## src/rtl/dts_pkg.sv

```systemverilog
// Shared widths, codes and control structs for the deadline timer scheduler.
`default_nettype none

package dts_pkg;

  localparam int SLOT_COUNT_DEF = 16;

  localparam int OP_W     = 1;
  localparam int SLOT_ID_W = 4;
  localparam int DELAY_W  = 24;
  localparam int KIND_W   = 2;
  localparam int EV_W     = 2;
  localparam int TIME_W   = 32;

  // One RAM word per slot: {kind, period, deadline}.
  localparam int WORD_W = KIND_W + DELAY_W + TIME_W;

  localparam logic [OP_W-1:0] OP_ARM  = 1'b0;
  localparam logic [OP_W-1:0] OP_TICK = 1'b1;

  localparam logic [KIND_W-1:0] KIND_PERIODIC = 2'd0;
  localparam logic [KIND_W-1:0] KIND_NETWORK  = 2'd1;
  localparam logic [KIND_W-1:0] KIND_ONESHOT  = 2'd2;

  localparam logic [EV_W-1:0] EV_ACK  = 2'd0;
  localparam logic [EV_W-1:0] EV_FIRE = 2'd1;
  localparam logic [EV_W-1:0] EV_DROP = 2'd2;

  typedef struct packed {
    logic latch;      // capture the accepted input word
    logic arm;        // write the slot if the request is valid and send the acknowledge
    logic tick;       // advance time and start the first scan pass
    logic scan;       // read the slot at the scan index and step it
    logic take_best;  // service the earliest due slot and start another pass
    logic finish;     // send the closing word of a tick
  } cmd_t;

  typedef struct packed {
    logic scan_last;
    logic best_found;
    logic out_free;
  } stat_t;

endpackage

`default_nettype wire

```

## src/rtl/dts_in_if.sv

```systemverilog
// Input channel of the scheduler: valid/ready handshake and request payload.
`default_nettype none

interface dts_in_if;
  logic                              valid;
  logic                              ready;
  logic [dts_pkg::OP_W-1:0]          operation;
  logic [dts_pkg::SLOT_ID_W-1:0]     slot_id;
  logic [dts_pkg::DELAY_W-1:0]       delay_ticks;
  logic [dts_pkg::KIND_W-1:0]        task_kind;

  modport source (output valid, operation, slot_id, delay_ticks, task_kind, input ready);
  modport sink   (input valid, operation, slot_id, delay_ticks, task_kind, output ready);
endinterface

`default_nettype wire

```

## src/rtl/dts_out_if.sv

```systemverilog
// Output channel of the scheduler: valid/ready handshake and result payload.
`default_nettype none

interface dts_out_if;
  logic                              valid;
  logic                              ready;
  logic [dts_pkg::EV_W-1:0]          event_res;
  logic [dts_pkg::SLOT_ID_W-1:0]     fired_slot;
  logic [dts_pkg::KIND_W-1:0]        fired_kind;
  logic                              last_of_run;

  modport source (output valid, event_res, fired_slot, fired_kind, last_of_run, input ready);
  modport sink   (input valid, event_res, fired_slot, fired_kind, last_of_run, output ready);
endinterface

`default_nettype wire

```

## src/rtl/dts_ram.sv

```systemverilog
// Generic single-write, single-read RAM with registered read data.
`default_nettype none

module dts_ram #(
  parameter int WIDTH = 8,
  parameter int DEPTH = 16
) (
  input  wire logic                     clk,
  input  wire logic                     we,
  input  wire logic [$clog2(DEPTH)-1:0] waddr,
  input  wire logic [WIDTH-1:0]         wdata,
  input  wire logic                     re,
  input  wire logic [$clog2(DEPTH)-1:0] raddr,
  output      logic [WIDTH-1:0]         rdata
);

  logic [WIDTH-1:0] mem [DEPTH];

  always_ff @(posedge clk) begin
    if (we) begin
      mem[waddr] <= wdata;
    end
    if (re) begin
      rdata <= mem[raddr];
    end
  end

endmodule

`default_nettype wire

```

## src/rtl/dts_datapath.sv

```systemverilog
// Datapath: time counter, slot table, earliest-deadline search and result registers.
`default_nettype none

module dts_datapath #(
  parameter int SLOT_COUNT = dts_pkg::SLOT_COUNT_DEF
) (
  input  wire logic                          clk,
  input  wire logic                          rst,
  input  wire dts_pkg::cmd_t                 cmd,
  output      dts_pkg::stat_t                stat,
  input  wire logic [dts_pkg::SLOT_ID_W-1:0] slot_id,
  input  wire logic [dts_pkg::DELAY_W-1:0]   delay_ticks,
  input  wire logic [dts_pkg::KIND_W-1:0]    task_kind,
  output      logic                          rsp_valid,
  input  wire logic                          rsp_ready,
  output      logic [dts_pkg::EV_W-1:0]      event_res,
  output      logic [dts_pkg::SLOT_ID_W-1:0] fired_slot,
  output      logic [dts_pkg::KIND_W-1:0]    fired_kind,
  output      logic                          last_of_run
);

  localparam int SLOT_W = $clog2(SLOT_COUNT);
  localparam int CMP_W  = SLOT_W + dts_pkg::SLOT_ID_W + 1;
  localparam int TW     = dts_pkg::TIME_W;
  localparam int DW     = dts_pkg::DELAY_W;
  localparam int KW     = dts_pkg::KIND_W;

  // Latched request.
  logic [dts_pkg::SLOT_ID_W-1:0] lat_sid;
  logic [DW-1:0]                 lat_delay;
  logic [KW-1:0]                 lat_kind;

  logic [TW-1:0]         now_count;
  logic [SLOT_COUNT-1:0] armed;
  logic [SLOT_COUNT-1:0] done;
  logic [SLOT_W-1:0]     scan_idx;
  logic                  cmp_valid;
  logic [SLOT_W-1:0]     cmp_idx;

  logic                       best_found;
  logic [SLOT_W-1:0]          best_idx;
  logic [TW-1:0]              best_diff;
  logic [dts_pkg::WORD_W-1:0] best_word;

  logic                          pend_valid;
  logic [dts_pkg::EV_W-1:0]      pend_ev;
  logic [dts_pkg::SLOT_ID_W-1:0] pend_slot;
  logic [KW-1:0]                 pend_kind;

  logic                       ram_we;
  logic [SLOT_W-1:0]          ram_waddr;
  logic [dts_pkg::WORD_W-1:0] ram_wdata;
  logic [dts_pkg::WORD_W-1:0] ram_rdata;

  logic          arm_ok;
  logic [TW-1:0] cand_diff;
  logic          cand_due;
  logic          cand_take;
  logic [KW-1:0] best_kind;
  logic [DW-1:0] best_period;
  logic [TW-1:0] rearm_step;
  logic          out_free;
  logic          rsp_load;

  assign arm_ok = (CMP_W'(lat_sid) < CMP_W'(SLOT_COUNT)) && (lat_kind <= dts_pkg::KIND_ONESHOT);

  assign cand_diff = ram_rdata[TW-1:0] - now_count;
  assign cand_due  = cand_diff[TW-1] || (cand_diff == '0);
  // Strict less-than with an ascending scan hands ties to the lower slot.
  assign cand_take = cmp_valid && armed[cmp_idx] && !done[cmp_idx] && cand_due &&
                     (!best_found || ($signed(cand_diff) < $signed(best_diff)));

  assign best_kind   = best_word[dts_pkg::WORD_W-1 -: KW];
  assign best_period = best_word[TW +: DW];
  assign rearm_step  = (best_period == '0) ? TW'(1) : TW'(best_period);

  assign out_free = !rsp_valid || rsp_ready;
  assign rsp_load = cmd.arm || (cmd.take_best && pend_valid) || cmd.finish;

  always_comb begin
    ram_we    = 1'b0;
    ram_waddr = SLOT_W'(lat_sid);
    ram_wdata = {lat_kind, lat_delay, now_count + TW'(lat_delay)};
    if (cmd.arm) begin
      ram_we = arm_ok;
    end else if (cmd.take_best) begin
      ram_we    = (best_kind == dts_pkg::KIND_PERIODIC);
      ram_waddr = best_idx;
      ram_wdata = {best_kind, best_period, now_count + rearm_step};
    end
  end

  dts_ram #(
    .WIDTH(dts_pkg::WORD_W),
    .DEPTH(SLOT_COUNT)
  ) u_slot_ram (
    .clk  (clk),
    .we   (ram_we),
    .waddr(ram_waddr),
    .wdata(ram_wdata),
    .re   (cmd.scan),
    .raddr(scan_idx),
    .rdata(ram_rdata)
  );

  always_ff @(posedge clk) begin
    if (cmd.latch) begin
      lat_sid   <= slot_id;
      lat_delay <= delay_ticks;
      lat_kind  <= task_kind;
    end
    cmp_idx <= scan_idx;
    if (cand_take) begin
      best_idx  <= cmp_idx;
      best_diff <= cand_diff;
      best_word <= ram_rdata;
    end
    if (cmd.take_best) begin
      pend_ev   <= (best_kind == dts_pkg::KIND_NETWORK) ? dts_pkg::EV_DROP : dts_pkg::EV_FIRE;
      pend_slot <= dts_pkg::SLOT_ID_W'(best_idx);
      pend_kind <= best_kind;
    end
  end

  always_ff @(posedge clk) begin
    if (rst) begin
      now_count   <= '0;
      armed       <= '0;
      done        <= '0;
      scan_idx    <= '0;
      cmp_valid   <= 1'b0;
      best_found  <= 1'b0;
      pend_valid  <= 1'b0;
      rsp_valid   <= 1'b0;
      event_res   <= dts_pkg::EV_ACK;
      fired_slot  <= '0;
      fired_kind  <= dts_pkg::KIND_PERIODIC;
      last_of_run <= 1'b0;
    end else begin
      cmp_valid <= cmd.scan;
      if (cand_take) begin
        best_found <= 1'b1;
      end
      if (cmd.scan) begin
        scan_idx <= scan_idx + SLOT_W'(1);
      end
      if (rsp_valid && rsp_ready && !rsp_load) begin
        rsp_valid <= 1'b0;
      end

      if (cmd.arm) begin
        if (arm_ok) begin
          armed[SLOT_W'(lat_sid)] <= 1'b1;
        end
        rsp_valid   <= 1'b1;
        event_res   <= dts_pkg::EV_ACK;
        fired_slot  <= '0;
        fired_kind  <= dts_pkg::KIND_PERIODIC;
        last_of_run <= 1'b1;
      end

      if (cmd.tick) begin
        now_count  <= now_count + TW'(1);
        done       <= '0;
        scan_idx   <= '0;
        best_found <= 1'b0;
        pend_valid <= 1'b0;
      end

      if (cmd.take_best) begin
        done[best_idx] <= 1'b1;
        if (best_kind != dts_pkg::KIND_PERIODIC) begin
          armed[best_idx] <= 1'b0;
        end
        // The previous winner is known not to be the last word of the run.
        if (pend_valid) begin
          rsp_valid   <= 1'b1;
          event_res   <= pend_ev;
          fired_slot  <= pend_slot;
          fired_kind  <= pend_kind;
          last_of_run <= 1'b0;
        end
        pend_valid <= 1'b1;
        best_found <= 1'b0;
        scan_idx   <= '0;
      end

      if (cmd.finish) begin
        rsp_valid   <= 1'b1;
        last_of_run <= 1'b1;
        pend_valid  <= 1'b0;
        if (pend_valid) begin
          event_res  <= pend_ev;
          fired_slot <= pend_slot;
          fired_kind <= pend_kind;
        end else begin
          event_res  <= dts_pkg::EV_ACK;
          fired_slot <= '0;
          fired_kind <= dts_pkg::KIND_PERIODIC;
        end
      end
    end
  end

  assign stat.scan_last  = (scan_idx == SLOT_W'(SLOT_COUNT - 1));
  assign stat.best_found = best_found;
  assign stat.out_free   = out_free;

endmodule

`default_nettype wire

```

## src/rtl/dts_ctrl.sv

```systemverilog
// Controller: sequences arm writes, tick scan passes and result hand-off.
`default_nettype none

module dts_ctrl (
  input  wire logic                     clk,
  input  wire logic                     rst,
  input  wire logic                     req_valid,
  input  wire logic [dts_pkg::OP_W-1:0] req_op,
  output      logic                     req_ready,
  input  wire dts_pkg::stat_t           stat,
  output      dts_pkg::cmd_t            cmd
);

  typedef enum logic [2:0] {
    S_IDLE,
    S_ARM,
    S_TICK,
    S_SCAN,
    S_WAIT,
    S_DECIDE
  } state_t;

  state_t state;

  assign req_ready = (state == S_IDLE);

  always_comb begin
    cmd = '0;
    case (state)
      S_IDLE: begin
        cmd.latch = req_valid;
      end
      S_ARM: begin
        cmd.arm = stat.out_free;
      end
      S_TICK: begin
        cmd.tick = 1'b1;
      end
      S_SCAN: begin
        cmd.scan = 1'b1;
      end
      S_DECIDE: begin
        cmd.take_best = stat.out_free && stat.best_found;
        cmd.finish    = stat.out_free && !stat.best_found;
      end
      default: begin
        cmd = '0;
      end
    endcase
  end

  always_ff @(posedge clk) begin
    if (rst) begin
      state <= S_IDLE;
    end else begin
      case (state)
        S_IDLE: begin
          if (req_valid) begin
            state <= (req_op == dts_pkg::OP_TICK) ? S_TICK : S_ARM;
          end
        end
        S_ARM: begin
          if (stat.out_free) begin
            state <= S_IDLE;
          end
        end
        S_TICK: begin
          state <= S_SCAN;
        end
        S_SCAN: begin
          if (stat.scan_last) begin
            state <= S_WAIT;
          end
        end
        // The last read of a pass is compared here.
        S_WAIT: begin
          state <= S_DECIDE;
        end
        S_DECIDE: begin
          if (stat.out_free) begin
            state <= stat.best_found ? S_SCAN : S_IDLE;
          end
        end
        default: begin
          state <= S_IDLE;
        end
      endcase
    end
  end

endmodule

`default_nettype wire

```

## src/rtl/deadline_timer_scheduler.sv

```systemverilog
// Timer slot table that reports due slots in earliest-deadline order on each tick.
// Arm: after accept the controller enters its arm state, where the result word is registered
// once the output is free; it then returns to idle to accept the next word. Tick: each scan
// pass reads one slot per cycle from the slot RAM; with k due slots a tick runs k + 1 passes.
// Synchronous active-high reset clears the time counter, all armed bits and the controller;
// the table is usable as soon as reset is released.
`default_nettype none

module deadline_timer_scheduler #(
  parameter int SLOT_COUNT = dts_pkg::SLOT_COUNT_DEF
) (
  input  wire logic clk,
  input  wire logic rst,
  dts_in_if.sink    req,
  dts_out_if.source rsp
);

  dts_pkg::cmd_t  cmd;
  dts_pkg::stat_t stat;
  logic           req_ready;

  assign req.ready = req_ready;

  dts_ctrl u_ctrl (
    .clk      (clk),
    .rst      (rst),
    .req_valid(req.valid),
    .req_op   (req.operation),
    .req_ready(req_ready),
    .stat     (stat),
    .cmd      (cmd)
  );

  dts_datapath #(
    .SLOT_COUNT(SLOT_COUNT)
  ) u_datapath (
    .clk        (clk),
    .rst        (rst),
    .cmd        (cmd),
    .stat       (stat),
    .slot_id    (req.slot_id),
    .delay_ticks(req.delay_ticks),
    .task_kind  (req.task_kind),
    .rsp_valid  (rsp.valid),
    .rsp_ready  (rsp.ready),
    .event_res  (rsp.event_res),
    .fired_slot (rsp.fired_slot),
    .fired_kind (rsp.fired_kind),
    .last_of_run(rsp.last_of_run)
  );

endmodule

`default_nettype wire

```

## src/flat_wrapper.sv

```systemverilog
// flat-port wrapper written by rule: the top's interface ports become plain ports
module deadline_timer_scheduler_flat 
#(
  parameter int SLOT_COUNT = dts_pkg::SLOT_COUNT_DEF
)
  (clk, rst, req_valid, req_operation, req_slot_id, req_delay_ticks, req_task_kind, req_ready, rsp_valid, rsp_event_res, rsp_fired_slot, rsp_fired_kind, rsp_last_of_run, rsp_ready);
  dts_in_if req_i ();
  dts_out_if rsp_i ();
  input  wire logic clk;
  input  wire logic rst;
  input wire logic [$bits(req_i.valid)-1:0] req_valid;
  input wire logic [$bits(req_i.operation)-1:0] req_operation;
  input wire logic [$bits(req_i.slot_id)-1:0] req_slot_id;
  input wire logic [$bits(req_i.delay_ticks)-1:0] req_delay_ticks;
  input wire logic [$bits(req_i.task_kind)-1:0] req_task_kind;
  output wire logic [$bits(req_i.ready)-1:0] req_ready;
  output wire logic [$bits(rsp_i.valid)-1:0] rsp_valid;
  output wire logic [$bits(rsp_i.event_res)-1:0] rsp_event_res;
  output wire logic [$bits(rsp_i.fired_slot)-1:0] rsp_fired_slot;
  output wire logic [$bits(rsp_i.fired_kind)-1:0] rsp_fired_kind;
  output wire logic [$bits(rsp_i.last_of_run)-1:0] rsp_last_of_run;
  input wire logic [$bits(rsp_i.ready)-1:0] rsp_ready;
  assign req_i.valid = req_valid;
  assign req_i.operation = req_operation;
  assign req_i.slot_id = req_slot_id;
  assign req_i.delay_ticks = req_delay_ticks;
  assign req_i.task_kind = req_task_kind;
  assign req_ready = req_i.ready;
  assign rsp_valid = rsp_i.valid;
  assign rsp_event_res = rsp_i.event_res;
  assign rsp_fired_slot = rsp_i.fired_slot;
  assign rsp_fired_kind = rsp_i.fired_kind;
  assign rsp_last_of_run = rsp_i.last_of_run;
  assign rsp_i.ready = rsp_ready;
  deadline_timer_scheduler #(.SLOT_COUNT(SLOT_COUNT)) u_core (.clk(clk), .rst(rst), .req(req_i), .rsp(rsp_i));
endmodule
```

## config.mk

```make
export PLATFORM = sky130hd
export DESIGN_NAME = deadline_timer_scheduler_flat
export DESIGN_NICKNAME = d
export VERILOG_FILES = /design/src/rtl/dts_pkg.sv /design/src/rtl/dts_in_if.sv /design/src/rtl/dts_out_if.sv /design/src/rtl/dts_ram.sv /design/src/rtl/dts_datapath.sv /design/src/rtl/dts_ctrl.sv /design/src/rtl/deadline_timer_scheduler.sv /design/src/flat_wrapper.sv
export SDC_FILE = /design/constraint.sdc
export NUM_CORES = 2
export LEC_CHECK = 0
export ABC_AREA = 1
export BUFFER_PORTS_ARGS = -buffer_cell sky130_fd_sc_hd__buf_2
export CAP_MARGIN = 20
export CORE_UTILIZATION = 55
export CTS_BUF_LIST = sky130_fd_sc_hd__clkbuf_2 sky130_fd_sc_hd__clkbuf_4 sky130_fd_sc_hd__clkbuf_8
export DETAILED_ROUTE_END_ITERATION = 16
export GPL_TIMING_DRIVEN = 0
export PLACE_DENSITY = 0.78
export SLEW_MARGIN = 5
export SYNTH_ARGS = -nofsm -noshare
export SYNTH_HDL_FRONTEND = slang
export SYNTH_SLANG_ARGS = --single-unit
```

## constraint.sdc

```tcl
create_clock -name clk -period 15.2 [get_ports clk]
set_input_delay 3.04 -clock clk [delete_from_list [all_inputs] [get_ports clk]]
set_output_delay 3.04 -clock clk [all_outputs]
set_load 0.01 [all_outputs]
```

==> run summary <==
* 0 — count of yosys warnings during synthesis
* 0.1009 — fraction of final layout cells with drive strength greater than 1
* 0.1697 GHz — highest clock frequency the design can meet
* 3 — Max Buffers Root-to-Sink
* 37,165 — total number of vias
* 35,937 — via count of the first global-routing pass
* 31 — maximum number of pins on one net before global-route repair
* 0 — number of buffers inserted to repair setup after CTS
* 46 — number of I/O pins
* 0 — count of max-cap constraint violations
* 0 — number of hold-slack violations in the final timing report
* 52 — library cells used by synthesis
* 0.515 — sequential share of power
* 14,950 sq um — multi-input gate area in the final layout
* 307.1 microns — Die Y-Extent
* 5,546 — DRT iter0 DRCs
* register — crit end category
* sky130_fd_sc_hd__clkbuf_8 — CTS Root Cell
* 2.132 mW — switching power summed over all nets
* 307.1 microns — Die Width
* 6420 ps — data arrival time of the worst path
* 6 — detailed-routing iteration count for the pre-antenna-repair pass
* done — CTS tree
* 19 — cells on worst reg2reg path
* 4,447 — number of cells produced by synthesis
* 0.3877 — Tcrit/Tclk final
* 0 ps — total negative slack for setup checks
* 1,086 — count of flip-flops with a built-in enable after synthesis
* 0 — number of instances on the worst hold path
* 1.127 — routability congestion estimate from global placement
* 51,180 sq um — netlist area before placement
* 0 — share of flip-flops with an asynchronous set or reset
* 412.4 ps — hold slack
* 44 — number of buffers added on ports
* 0 — Detail Route Antenna Nets
* 0.3236 — total global routing track utilization
* 78.73 ps — final clock skew
* 11.51 sq um — syn avg cell area
* 1,174 — number of storage elements in the synthesis netlist
* 8 — antenna violations before repair
* 5893 ps — final worst path period need
* 0.2805 — net switching fraction of the power
* 34,370 sq um — combined flip-flop and latch cell area
* sky130_fd_sc_hd__edfxtp_1 — top flip-flop cell by instance count after synthesis
* register to register — type of the setup path with the least slack
* 0 — post-CTS sizing
* 20.54 nW — leak pwr
* 0 — number of setup violations in the final report
* 178 — TritonCTS buffer count
* 1123 ps — actual transition at the worst max-transition pin
* 16 — Max FO, Critical Path
* 6.065 — routed vias/inst
* 0.140 — combinational power share
* 0 — Residual DRC
* 223.3 mm — global-route wire length before repair
* 111 — Site Rows
* 1,174 — Clock Sinks
* 0 — grt ovf
* complete, no violations — status
* register to register — Hold/Removal Path Class
* 0.6716 — sequential area share after synthesis
* 0 — Slew Viols, Final
* 4 — CTS HTree Levels
* 6,788 — fill cell instance count of the final layout
* 0.5567 — Starting Density
* 0.2513 — worst-case headroom to the max-slew limit
* 0.08564 mV — IR drop worst, VDD
* 910 ps — Worst-Skew Late Latency
* 13.23% — Layout Area Growth over Synthesis
* 91,940 sq um — standard cell core area
* 0.345 — power share of the clock group
* 152.1 mm — final wirelength
* 4,889 — layout net count
* 0 — number of buffers inserted for hold repair after clock tree synthesis
* 111.0 mm — placed wire-length estimate
* 94,280 sq um — die area
* no — unrepaired setup endpoints after global routing
* 24.83 microns — wire per inst
* 131.2 nW/um^2 — power density over the cells
* 4,597 — Synth Net Count
* 15,730 ps — critical path data required time
* 60 ps — Clock Pin Slew Worst Setup and Hold Paths
* register — category of the worst setup path launch point
* 5.470 mW — internal power summed over all cells
synthesized netlist by cell type, types with 15 or more instances:
library cell               instances  share of area
sky130_fd_sc_hd__dfxtp_1          88          0.034
sky130_fd_sc_hd__o32ai_1         138          0.024
sky130_fd_sc_hd__mux2i_1          95          0.019
sky130_fd_sc_hd__buf_1            19         0.0014
sky130_fd_sc_hd__a21o_1           16         0.0023
sky130_fd_sc_hd__edfxtp_1       1086           0.64
sky130_fd_sc_hd__nand3_1         187          0.018
sky130_fd_sc_hd__o221ai_1         96          0.016
sky130_fd_sc_hd__nor2_1          696          0.051
sky130_fd_sc_hd__o21ai_0         370          0.036
sky130_fd_sc_hd__nand2_1         633          0.046
sky130_fd_sc_hd__xor2_1           20         0.0034
sky130_fd_sc_hd__o211ai_1         26         0.0038
sky130_fd_sc_hd__inv_1           309          0.023
sky130_fd_sc_hd__clkbuf_1        180          0.013
sky130_fd_sc_hd__a21oi_1         181          0.018
sky130_fd_sc_hd__nand4_1          25         0.0031
sky130_fd_sc_hd__ha_1            112          0.027
sky130_fd_sc_hd__buf_2            25         0.0024
sky130_fd_sc_hd__a31oi_1          15         0.0018
sky130_fd_sc_hd__nor3_1           33         0.0032
registers in the layout, indices dropped and copies added, names as in the netlist, 3 cells and up:
| signal | flops |
|---|---|
| u_core.u_datapath.lat_sid | 4 |
| u_core.u_datapath.done | 16 |
| u_core.u_datapath.best_diff | 32 |
| u_core.u_datapath.lat_delay | 24 |
| u_core.u_datapath.armed | 16 |
| u_core.u_datapath.u_slot_ram.mem | 928 |
| u_core.u_datapath.scan_idx | 4 |
| u_core.u_datapath.u_slot_ram.rdata | 58 |
| u_core.u_datapath.cmp_idx | 4 |
| u_core.u_datapath.fired_slot | 4 |
| u_core.u_datapath.pend_slot | 4 |
| u_core.u_datapath.now_count | 32 |
| u_core.u_datapath.best_word | 26 |
| u_core.u_ctrl.state | 3 |
| u_core.u_datapath.best_idx | 4 |
cells in the final DEF, fill, tap and decap left out, drive strengths merged, types with 138 or more instances in the layout:
master,count
o32ai,138
o21ai,373
edfxtp,1086
nor2,703
inv,329
nand3,188
a21oi,181
clkbuf,433
nand2,638
buf,156
per-stage QoR:
stage	area (sq um)	cells	utilization	total power, mW	setup slack, ps
global route	57950	6125	0.6303	7.815	9185
CTS	57920	6119	0.6300	7.565	9422
finish	57950	6128	0.6303	7.602	9307
floorplan	51180	4447	-	4.515	8222
global placement	52960	5734	0.5760	4.916	5253
detailed placement	54340	5801	0.5910	5.004	8817
final timing paths:
path / end / start / slack, ps
hold reg to reg: u_core.u_datapath.best_word[52] / u_core.u_datapath.u_slot_ram.rdata[52] / 410
hold / removal: u_core.u_datapath.best_word[52] / u_core.u_datapath.u_slot_ram.rdata[52] / 410
setup reg to reg: u_core.u_datapath.u_slot_ram.mem[12][28] / u_core.u_datapath.best_word[33] / 9310
setup / recovery: u_core.u_datapath.u_slot_ram.mem[12][28] / u_core.u_datapath.best_word[33] / 9310
cells by family after synthesis:
family | count (synthesis) | synth area share
AND/OR/NAND/NOR | 1618 | 0.1293
buffers and inverters | 542 | 0.04039
adder cells (fa/ha/maj) | 115 | 0.02855
flip-flops | 1174 | 0.6716
AO/OA/AOI/OAI | 876 | 0.1070
XOR/XNOR | 27 | 0.004620
multiplexers | 95 | 0.01858
worst max-delay path, cell delays in order, from the launching register on:
cell and delay, ps:
sky130_fd_sc_hd__edfxtp_1 520, sky130_fd_sc_hd__inv_1 170, sky130_fd_sc_hd__nand4_1 120, sky130_fd_sc_hd__nor2_1 290, sky130_fd_sc_hd__nand3_1 190, sky130_fd_sc_hd__o41ai_1 580, sky130_fd_sc_hd__ha_1 320, sky130_fd_sc_hd__inv_1 70
sky130_fd_sc_hd__fa_1 380, sky130_fd_sc_hd__inv_1 70, sky130_fd_sc_hd__nand2_1 70, sky130_fd_sc_hd__a21oi_1 230, sky130_fd_sc_hd__a21oi_1 190, sky130_fd_sc_hd__o21bai_1 270, sky130_fd_sc_hd__a21boi_0 250, sky130_fd_sc_hd__o21ai_0 400
sky130_fd_sc_hd__nand2_1 100, sky130_fd_sc_hd__nand3_1 250, sky130_fd_sc_hd__nand3_1 230, sky130_fd_sc_hd__xor2_2 800
layout make-up:
cell class                      instances  area share
Multi-Input combinational cell       2731      0.2579
Tap cell                             1243     0.02684
Antenna cell                            8   0.0003454
Sequential cell                      1174      0.5931
Buffer                                225     0.01516
Clock inverter                         66    0.009435
Timing Repair Buffer                  112     0.02429
Clock buffer                          252     0.05240
Inverter                              317     0.02053
routing by layer:
metal  share of wire  GRT usage  vias up  wire (microns)
met5         0.00011          0        -              16
met4           0.051     0.1651        2            7712
met3            0.12    0.07271      428           18490
met2            0.46     0.5080     2415           69470
met1            0.37     0.4249    17678           56440
li1                -          -    16642               -
power groups by stage:
stage | Clock (mW) | Sequential [mW] | Combinational, mW
3_5_place_dp | 0 | 3.98 | 1.03
3_3_place_gp | 0 | 4.01 | 0.910
5_1_grt | 2.76 | 3.92 | 1.13
6_report | 2.62 | 3.92 | 1.06
2_1_floorplan | 0 | 3.95 | 0.561
4_1_cts | 2.62 | 3.91 | 1.03
No activity file was read; power rests on OpenSTA's default activity.
